$ cat config.mk
export PLATFORM = sky130hd
export DESIGN_NAME = local_apic_with_ioapic_regs
export DESIGN_NICKNAME = d
export VERILOG_FILES = /design/src/rtl/core/lapic_pkg.sv /design/src/rtl/core/lapic_ctrl.sv /design/src/rtl/core/lapic_dp.sv /design/src/rtl/core/local_apic_with_ioapic_regs.sv
export SDC_FILE = /design/constraint.sdc
export NUM_CORES = 2
export LEC_CHECK = 0
export ABC_CLOCK_PERIOD_IN_PS = 5900
export BUFFER_PORTS_ARGS = -buffer_cell sky130_fd_sc_hd__clkbuf_2
export CORE_AREA = 2 2 506 508
export CTS_BUF_LIST = sky130_fd_sc_hd__clkbuf_4 sky130_fd_sc_hd__clkbuf_8
export DETAILED_ROUTE_END_ITERATION = 8
export DIE_AREA = 0 0 508 510
export HOLD_SLACK_MARGIN = 0.08
export PLACE_DENSITY = 0.65
export SLEW_MARGIN = 40
export SYNTH_ARGS = -nofsm -noshare
export SYNTH_HDL_FRONTEND = slang
export SYNTH_SLANG_ARGS = --single-unit
$ cat constraint.sdc
create_clock -name clk -period 5.9 [get_ports clk]
set_clock_uncertainty 0.1 [all_clocks]
set_input_delay 0.885 -clock clk [delete_from_list [all_inputs] [get_ports clk]]
set_output_delay 0.885 -clock clk [all_outputs]
set_load 0.05 [all_outputs]
$ cat src/rtl/core/lapic_pkg.sv
// Shared types, codes and constants for the local APIC block.
package lapic_pkg;

    localparam int LVT_COUNT = 6;
    localparam int IO_PINS   = 24;
    localparam int REQ_WORDS = 8;

    localparam logic [1:0] REQ_READ  = 2'd0;
    localparam logic [1:0] REQ_WRITE = 2'd1;
    localparam logic [1:0] REQ_SET   = 2'd2;
    localparam logic [1:0] REQ_TICK  = 2'd3;

    localparam logic [31:0] LVT_MASK_BIT = 32'h0001_0000;
    localparam logic [31:0] LVT_PERIODIC = 32'h0002_0000;
    localparam logic [31:0] IO_VERSION   = 32'h0017_0011;
    localparam logic [31:0] IO_ID        = 32'h0200_0000;
    localparam logic [31:0] APIC_VERSION = 32'h0005_0010;
    localparam logic [31:0] IO_UNKNOWN   = 32'h0fff_ffff;
    localparam logic [31:0] LOC_UNKNOWN  = 32'hffff_ffff;

    // Controller commands to the datapath
    typedef struct packed {
        logic load;    // capture the input item
        logic exec;    // perform the captured item
        logic recon;   // run the timer reconfigure step
    } cmd_t;

    // Datapath status back to the controller
    typedef struct packed {
        logic need_recon;  // executed item asks for a reconfigure step
    } stat_t;

endpackage

$ cat src/rtl/core/lapic_ctrl.sv
// Controller state machine: sequences capture, execute, reconfigure, output.
module lapic_ctrl (
    input  logic              clk,
    input  logic              rst_n,
    input  logic              in_fire,
    input  logic              out_fire,
    input  lapic_pkg::stat_t  stat,
    output lapic_pkg::cmd_t   cmd,
    output logic              s_ready,
    output logic              m_valid
);
    localparam logic [1:0] ST_IDLE  = 2'd0;
    localparam logic [1:0] ST_EXEC  = 2'd1;
    localparam logic [1:0] ST_RECON = 2'd2;
    localparam logic [1:0] ST_OUT   = 2'd3;

    logic [1:0] state_reg, state_next;

    // Advance the sequence
    always_comb
    begin
        state_next = state_reg;
        case (state_reg)
            ST_IDLE:  if (in_fire) state_next = ST_EXEC;
            ST_EXEC:  state_next = stat.need_recon ? ST_RECON : ST_OUT;
            ST_RECON: state_next = ST_OUT;
            ST_OUT:   if (out_fire) state_next = ST_IDLE;
            default:  state_next = ST_IDLE;
        endcase
    end

    always_ff @(posedge clk or negedge rst_n)
    begin
        if (!rst_n)
            state_reg <= ST_IDLE;
        else
            state_reg <= state_next;
    end

    assign s_ready   = (state_reg == ST_IDLE);
    assign m_valid   = (state_reg == ST_OUT);
    assign cmd.load  = in_fire;
    assign cmd.exec  = (state_reg == ST_EXEC);
    assign cmd.recon = (state_reg == ST_RECON);
endmodule

$ cat src/rtl/core/lapic_dp.sv
// Datapath: register file, request bitmap, timer and IOAPIC table.
module lapic_dp #(
    parameter int LVT_COUNT = lapic_pkg::LVT_COUNT,
    parameter int IO_PINS   = lapic_pkg::IO_PINS,
    parameter int REQ_WORDS = lapic_pkg::REQ_WORDS
) (
    input  logic              clk,
    input  logic              rst_n,
    input  lapic_pkg::cmd_t   cmd,
    output lapic_pkg::stat_t  stat,
    input  logic [7:0]        apic_id,
    input  logic [1:0]        req_type,
    input  logic              bar,
    input  logic [11:0]       offset,
    input  logic [31:0]       wdata,
    input  logic [7:0]        vector,
    output logic [31:0]       rdata,
    output logic              irq_valid,
    output logic [7:0]        irq_vector
);
    localparam int RT_DEPTH = 2 * IO_PINS;
    localparam int RT_AW    = $clog2(RT_DEPTH);
    localparam int LVT_AW   = $clog2(LVT_COUNT);
    localparam int REQ_BITS = 32 * REQ_WORDS;
    localparam int REQ_AW   = $clog2(REQ_BITS);

    // Captured item
    logic [1:0]  req_reg;
    logic        bar_reg;
    logic [11:0] off_reg;
    logic [31:0] wd_reg;
    logic [7:0]  vec_reg;

    logic [31:0] lvt_reg [LVT_COUNT];
    logic [31:0] redir_mem [RT_DEPTH];
    logic [RT_DEPTH-1:0] rt_wr_reg;
    logic [31:0] rt_rd_reg;
    logic [31:0] io_sel_reg, ldr_reg, dfr_reg, cinit_reg, cnow_reg, div_reg, freq_reg;
    logic [2:0]  dshift_reg;
    logic [63:0] tnow_reg, tref_reg, dead_reg;
    logic        armed_reg;
    logic [REQ_BITS-1:0] irr_reg;
    logic [31:0] rdata_reg;
    logic        irqv_reg;
    logic [7:0]  irqvec_reg;

    // Decode of the captured item
    logic        rt_hit;
    logic [RT_AW-1:0] rt_idx;
    logic [31:0] rt_val;
    logic        rt_we;
    logic        lvt_hit;
    logic [LVT_AW-1:0] lvt_idx;
    logic [63:0] tnext;
    logic        expire;
    logic        tick_irq;
    logic        recon_need;
    logic [31:0] cnow_upd;
    logic        irr_any;
    logic [REQ_AW-1:0] irr_low;
    logic [31:0] loc_rd, io_rd;
    logic [38:0] shifted;

    assign rt_hit  = (io_sel_reg >= 32'h10) && (io_sel_reg <= 32'h3f);
    assign rt_idx  = RT_AW'(io_sel_reg - 32'h10);
    assign lvt_hit = (off_reg >= 12'h320) && (off_reg <= 12'h370);
    assign lvt_idx = LVT_AW'((off_reg - 12'h320) >> 4);
    assign tnext   = tnow_reg + 64'd1;
    assign expire  = armed_reg && (tnext >= dead_reg);
    assign tick_irq = (req_reg == lapic_pkg::REQ_TICK) && expire;
    assign cnow_upd = cnow_reg - tnow_reg[31:0] + tref_reg[31:0];
    assign shifted = {7'd0, cnow_upd} << dshift_reg;

    // Timer deadline needs recomputing after this item
    assign recon_need = ((req_reg == lapic_pkg::REQ_WRITE) && !bar_reg
                         && (off_reg == 12'h320 || off_reg == 12'h380 || off_reg == 12'h390))
                        || (tick_irq && lvt_reg[0][17]);

    assign rt_we = cmd.exec && (req_reg == lapic_pkg::REQ_WRITE) && bar_reg
                   && (off_reg == 12'h010) && rt_hit;
    // Unwritten entries read as their reset value
    assign rt_val = rt_wr_reg[rt_idx] ? rt_rd_reg
                                      : (rt_idx[0] ? 32'd0 : lapic_pkg::LVT_MASK_BIT);

    // Redirection table: write the selected entry, register its read data
    always_ff @(posedge clk)
    begin
        if (rt_we)
            redir_mem[rt_idx] <= wd_reg;
        rt_rd_reg <= redir_mem[rt_idx];
    end

    // Lowest pending vector
    always_comb
    begin
        irr_any = 1'b0;
        irr_low = '0;
        for (int i = REQ_BITS - 1; i >= 0; i--)
        begin
            if (irr_reg[i])
            begin
                irr_any = 1'b1;
                irr_low = REQ_AW'(i);
            end
        end
    end

    // Read multiplexers
    always_comb
    begin
        io_rd = lapic_pkg::IO_UNKNOWN;
        if (off_reg == 12'h000)
            io_rd = io_sel_reg;
        else if (off_reg == 12'h010)
        begin
            if (io_sel_reg == 32'd0)      io_rd = lapic_pkg::IO_ID;
            else if (io_sel_reg == 32'd1) io_rd = lapic_pkg::IO_VERSION;
            else if (io_sel_reg == 32'd2) io_rd = 32'd0;
            else if (rt_hit)              io_rd = rt_val;
        end
    end

    always_comb
    begin
        loc_rd = lapic_pkg::LOC_UNKNOWN;
        if (off_reg == 12'h020)      loc_rd = {apic_id, 24'd0};
        else if (off_reg == 12'h030) loc_rd = lapic_pkg::APIC_VERSION;
        else if (off_reg == 12'h0d0) loc_rd = ldr_reg;
        else if (off_reg == 12'h0e0) loc_rd = dfr_reg;
        else if (off_reg >= 12'h100 && off_reg <= 12'h170) loc_rd = 32'd0;
        else if (off_reg >= 12'h200 && off_reg <= 12'h270) loc_rd = 32'd0;
        else if (off_reg == 12'h300) loc_rd = 32'd0;
        else if (lvt_hit)            loc_rd = lvt_reg[lvt_idx];
        else if (off_reg == 12'h380) loc_rd = cinit_reg;
        else if (off_reg == 12'h390) loc_rd = cnow_upd;
        else if (off_reg == 12'h3e0) loc_rd = div_reg;
        else if (off_reg == 12'h3f0) loc_rd = freq_reg;
    end

    // Capture the item
    always_ff @(posedge clk)
    begin
        if (cmd.load)
        begin
            req_reg <= req_type;
            bar_reg <= bar;
            off_reg <= offset;
            wd_reg  <= wdata;
            vec_reg <= vector;
        end
    end

    // Architectural state
    always_ff @(posedge clk or negedge rst_n)
    begin
        if (!rst_n)
        begin
            for (int i = 0; i < LVT_COUNT; i++) lvt_reg[i] <= lapic_pkg::LVT_MASK_BIT;
            rt_wr_reg <= '0;
            io_sel_reg <= '0; ldr_reg <= '0; dfr_reg <= '0; cinit_reg <= '0;
            cnow_reg <= '0; div_reg <= '0; freq_reg <= '0; dshift_reg <= '0;
            tnow_reg <= '0; tref_reg <= '0; dead_reg <= '0; armed_reg <= 1'b0;
            irr_reg <= '0; rdata_reg <= '0; irqv_reg <= 1'b0; irqvec_reg <= '0;
        end
        else if (cmd.exec)
        begin
            rdata_reg  <= (req_reg == lapic_pkg::REQ_READ) ? (bar_reg ? io_rd : loc_rd)
                                                           : 32'd0;
            irqv_reg   <= tick_irq;
            irqvec_reg <= tick_irq ? lvt_reg[0][7:0] : 8'd0;
            case (req_reg)
                lapic_pkg::REQ_READ:
                begin
                    if (!bar_reg && off_reg == 12'h390)
                    begin
                        cnow_reg <= cnow_upd;
                        tref_reg <= tnow_reg;
                    end
                end
                lapic_pkg::REQ_WRITE:
                begin
                    if (bar_reg)
                    begin
                        if (off_reg == 12'h000) io_sel_reg <= wd_reg;
                        else if (off_reg == 12'h010 && rt_hit) rt_wr_reg[rt_idx] <= 1'b1;
                    end
                    else if (off_reg == 12'h0b0)
                    begin
                        if (!lvt_reg[4][16] && irr_any) irr_reg[irr_low] <= 1'b0;
                    end
                    else if (off_reg == 12'h0d0) ldr_reg <= wd_reg;
                    else if (off_reg == 12'h0e0) dfr_reg <= wd_reg;
                    else if (lvt_hit)
                        lvt_reg[lvt_idx] <= wd_reg;
                    else if (off_reg == 12'h380 || off_reg == 12'h390)
                    begin
                        if (off_reg == 12'h380) cinit_reg <= wd_reg;
                        cnow_reg  <= wd_reg;
                        tref_reg  <= tnow_reg;
                    end
                    else if (off_reg == 12'h3e0)
                    begin
                        div_reg    <= wd_reg;
                        dshift_reg <= {wd_reg[3], wd_reg[1:0]} + 3'd1;
                    end
                    else if (off_reg == 12'h3f0) freq_reg <= wd_reg;
                end
                lapic_pkg::REQ_SET:
                    irr_reg[vec_reg] <= 1'b1;
                default:
                begin
                    tnow_reg <= tnext;
                    if (expire)
                    begin
                        armed_reg <= 1'b0;
                        if (lvt_reg[0][17])
                        begin
                            cnow_reg <= cinit_reg;
                            tref_reg <= tnext;
                        end
                    end
                end
            endcase
        end
        else if (cmd.recon)
        begin
            // Unless the timer LVT is masked, bring the count up to date and set a new deadline
            if (!lvt_reg[0][16])
            begin
                cnow_reg  <= cnow_upd;
                tref_reg  <= tnow_reg;
                dead_reg  <= tnow_reg + {25'd0, shifted};
                armed_reg <= 1'b1;
            end
        end
    end

    assign stat.need_recon = recon_need;
    assign rdata      = rdata_reg;
    assign irq_valid  = irqv_reg;
    assign irq_vector = irqvec_reg;
endmodule

$ cat src/rtl/core/local_apic_with_ioapic_regs.sv
// Top level of the local APIC with IOAPIC window.
//  channel   | dir | handshake             | payload
//  s_axis    | in  | s_tvalid / s_tready   | req_type, bar, offset, wdata, vector
//  m_axis    | out | m_tvalid / m_tready   | rdata, irq_valid, irq_vector
//  apb       | in  | psel/penable/pwrite   | apic_id at address 0
// An item passes through capture, execute and output, with a reconfigure step
// before output when the timer deadline is recomputed; the output register holds until m_tready.
// Reset is asynchronous; the architectural state returns to its reset values at once.
// A stalled output blocks new transfers.
module local_apic_with_ioapic_regs #(
    parameter int LVT_COUNT = lapic_pkg::LVT_COUNT,
    parameter int IO_PINS   = lapic_pkg::IO_PINS,
    parameter int REQ_WORDS = lapic_pkg::REQ_WORDS
) (
    input  logic        clk,
    input  logic        rst_n,
    input  logic        s_tvalid,
    output logic        s_tready,
    input  logic [55:0] s_tdata,   // req_type[1:0], bar, offset[11:0], wdata[31:0], vector[7:0], pad
    output logic        m_tvalid,
    input  logic        m_tready,
    output logic [47:0] m_tdata,   // rdata[31:0], irq_valid, irq_vector[7:0], pad
    input  logic        psel,
    input  logic        penable,
    input  logic        pwrite,
    input  logic [0:0]  paddr,
    input  logic [31:0] pwdata,
    output logic [31:0] prdata,
    output logic        pready
);
    lapic_pkg::cmd_t  cmd;
    lapic_pkg::stat_t stat;
    logic [7:0]  apic_id_reg;
    logic [31:0] rdata;
    logic        irq_valid;
    logic [7:0]  irq_vector;

    // Configuration register
    assign pready = 1'b1;
    always_ff @(posedge clk or negedge rst_n)
    begin
        if (!rst_n)
            apic_id_reg <= '0;
        else if (psel && penable && pwrite && paddr == 1'b0)
            apic_id_reg <= pwdata[7:0];
    end
    assign prdata = (paddr == 1'b0) ? {24'd0, apic_id_reg} : 32'd0;

    lapic_ctrl u_ctrl (
        .clk(clk), .rst_n(rst_n),
        .in_fire(s_tvalid && s_tready), .out_fire(m_tvalid && m_tready),
        .stat(stat), .cmd(cmd), .s_ready(s_tready), .m_valid(m_tvalid)
    );

    lapic_dp #(.LVT_COUNT(LVT_COUNT), .IO_PINS(IO_PINS), .REQ_WORDS(REQ_WORDS)) u_dp (
        .clk(clk), .rst_n(rst_n), .cmd(cmd), .stat(stat), .apic_id(apic_id_reg),
        .req_type(s_tdata[1:0]), .bar(s_tdata[2]), .offset(s_tdata[14:3]),
        .wdata(s_tdata[46:15]), .vector(s_tdata[54:47]),
        .rdata(rdata), .irq_valid(irq_valid), .irq_vector(irq_vector)
    );

    assign m_tdata = {7'd0, irq_vector, irq_valid, rdata};
endmodule

==> metrics.txt <==
Post-Route Utilization 0.467; crit path time final 5.90 ns; worst setup path end u_dp.dead_reg[45]; pin slew with the least headroom to its limit 0.951 ns; DIE AREA 0.259 sq mm; worst hold path class input port to asynchronous set/reset pin; Post-Route Setup TNS -0.0000671 ns; FF-to-FF End u_dp.dead_reg[45]; Die W 508 um; core area 0.253 sq mm; Root Buffer clkbuf_8; DRC Markers 0; switching portion of total power 0.349; Worst R2R Setup Slack -0.00007 ns; H-tree depth 5; Post-Synth Simple-Gate Area 0.0545; total power 53.9 mW; syn avg cell area 15.6 sq um; antenna viol nets, final 0; Syn Std Cell Area 0.101 sq mm; I/O pins 179; # rows 185; main flop type after synthesis edfxtp_1; crit share post-route 1.00; pre-CTS setup slack -0.407 ns; Num CTS Buffers 390; worst hold slack 0.170 ns; max cap viols 0; CP max-delay cell fa_1; FF-to-FF path depth 25; Pint 35.1 mW; Yosys Warn Count 0; Fmax 169 MHz; Commonest cells post-synth 1583 x edfxtp_1, 673 x dfrtp_1, 534 x mux4_2; XOR/XNOR Fraction of Synth Area 0.0210; sequential share of power 0.345; area delta synth->final 17.1%; drt first-iter violations 6310; Logic pwr share 0.395; first-pass GRT wire length 419 mm; IO Port Bufs 113; Pleak 44.4 nW; post-DP HPWL 179 mm; count leader, synth edfxtp_1; crit path kind flop to flop; Startpoint Class flop; count of final hold-check violations 0; EDFF count, synth 1583; CP arrival 6.64 ns; Switch Pwr 18.8 mW; Compound-Gate Fraction of Synth Area 0.0582; status complete, but fails checks; # setup viols final 1; sequential fraction of the synthesis area 0.644; largest family of logic cells by synthesized area multiplexers; mux cell area share after synthesis 0.170; Synth area leaders edfxtp_1 47%, dfrtp_1 17%, mux4_2 12%, mux2_2 4.7%, ha_1 1.9%; CTS tree yes; Worst-path clk slew 0.06 ns; placed cell areas 0.109 sq mm; critical path peak fanout 6; Req. time, crit path 6.64 ns; gpl congestion 0.887; Synth top area share 0.470; Pwr per Cell Area 455 mW/mm^2; CP Capture Type flop; final non-filler cell total 10800; DRT Pass-1 Iters 6; adder-cell share of the synthesized area 0.0250; number of flip-flops in the largest register 1536; Netlist cell types 106; critical path depth 25; CP bufs+invs 4; Die Y-Extent 510 um; delay-heaviest family, CP compound AO/OA/AOI/OAI gates; beginning of the critical path u_dp.tref_reg[9]; unrepaired setup endpoints after global routing true; Slew Limit Fails 0; placed cell count 10000; final instance area 0.118 sq mm; initial core utilization 0.399; r2r startpoint u_dp.tref_reg[9]; Worst Setup Slack, final -0.0000671 ns; clk_lat worst skew 1.12 ns; Mapped Cells 6473; Net count, final 7444; Worst slew margin 0.366; failing checks negative setup slack; CP peak stage delay 0.55 ns; clock power share 0.260; final wirelength 287 mm; All-Layer GR Usage 0.219; Via density 5.67; peak supply drop 0.501 mV; clock buffer depth 4; Clock Sinks 2294; synthesized flop and latch total 2294; initial antenna violation count 9; total number of vias 61400; share of layout cells above drive strength 1 0.338; ys async rst share 0.296; largest net degree at the start of global routing 152; area leader, netlist edfxtp_1; vias in the first global route 62500; routed length per placed instance 26.5 um; Remaining Overflow, GRT 0
-- routing by layer --
metal / share of wire / track usage
met3: 0.067 / 0.0381
met2: 0.49 / 0.367
met1: 0.40 / 0.282
met4: 0.042 / 0.0891
met5: 0 / 0
-- area by class of cell --
type | instances | area (sq um)
Tap cell | 3366 | 4210
Fill cell | 21700 | 135000
Antenna cell | 6 | 15.0
Sequential cell | 2294 | 65200
Timing Repair Buffer | 699 | 5640
Inverter | 238 | 893
Multi-Input combinational cell | 3542 | 35000
Clock buffer | 547 | 6770
Clock inverter | 130 | 785
-- worst register-to-register path, stage by stage (launching register included) --
cell and delay [ns]:
dfrtp_1 0.36, inv_1 0.07, fa_1 0.55, inv_2 0.05
ha_4 0.27, buf_6 0.12, and3_4 0.18, and3_4 0.18
nand3_4 0.14, buf_4 0.18, a211o_1 0.33, a211oi_2 0.28
or3_4 0.21, nand2_4 0.08, mux4_2 0.52, o21ai_4 0.17
ha_4 0.23, a21oi_4 0.15, o211ai_1 0.11, a211oi_2 0.26
o21ai_2 0.11, a221oi_4 0.33, o21bai_1 0.14, or3_4 0.39
nor2_4 0.12, a311oi_2 0.05
-- timing repair --
item / 4_1_cts / 5_1_grt
buffers inserted: 15 / 27
gates resized for setup: 103 / 162
setup endpoints to repair: 102 / 67
hold buffers: 58 / 0
pin swaps: 35 / 64
endpoints found under the hold margin: 138 / 0
gates cloned: 2 / 0
-- power groups by stage --
stage | combinational [mW] | sequential, mW | clock, mW
2_1_floorplan | 9.50 | 19.3 | 0
3_3_place_gp | 18.2 | 18.9 | 0
3_5_place_dp | 18.4 | 18.9 | 0
4_1_cts | 19.4 | 18.6 | 14.3
5_1_grt | 22.9 | 18.6 | 15.0
6_report | 21.3 | 18.6 | 14.0
-- cell families (layout without fill, tap and decap cells) --
kind of cell	after synthesis	count (layout)
compound gates	924	924
fa+ha+maj	183	183
flops	2294	2294
other cells	2	38
mux	995	995
buf+inv	667	1614
simple gates	1165	1165
xor+xnor	243	243
-- layout by cell type (no fill, tap or decap), types with 41 or more instances in the layout --
cell / count
a21o_1: 42
a21oi_1: 193
a31oi_1: 44
buf_4: 476
clkbuf_2: 112
clkbuf_4: 122
clkbuf_8: 425
clkinv_1: 75
clkinv_2: 41
dfrtp_1: 668
dlygate4sd3_1: 58
edfxtp_1: 1583
ha_1: 129
inv_1: 227
mux2_2: 416
mux4_2: 534
nand2_1: 397
nand3_1: 59
nand4_1: 47
nor2_1: 267
nor2_4: 49
o21ai_0: 233
o22ai_1: 60
xnor2_1: 143
xor2_1: 91
-- how the worst min path moves through the flow --
| stage | from | end | slack [ns] | cells after the start |
|---|---|---|---|---|
| 6_report | rst_n | u_dp.dead_reg[23] | 0.17 | 2 |
| 5_1_grt | rst_n | u_dp.dead_reg[23] | 0.14 | 2 |
| 2_1_floorplan | u_dp.rt_rd_reg[30] | u_dp.rdata[30] | 0.32 | 2 |
| 3_5_place_dp | u_dp.rt_wr_reg[14] | u_dp.rt_wr_reg[14] | 0.35 | 1 |
| 4_1_cts | pwrite | apic_id_reg[3] | 0.26 | 3 |
| 3_3_place_gp | u_dp.rt_wr_reg[15] | u_dp.rt_wr_reg[15] | 0.34 | 1 |
(Power assumes the default switching activity.)
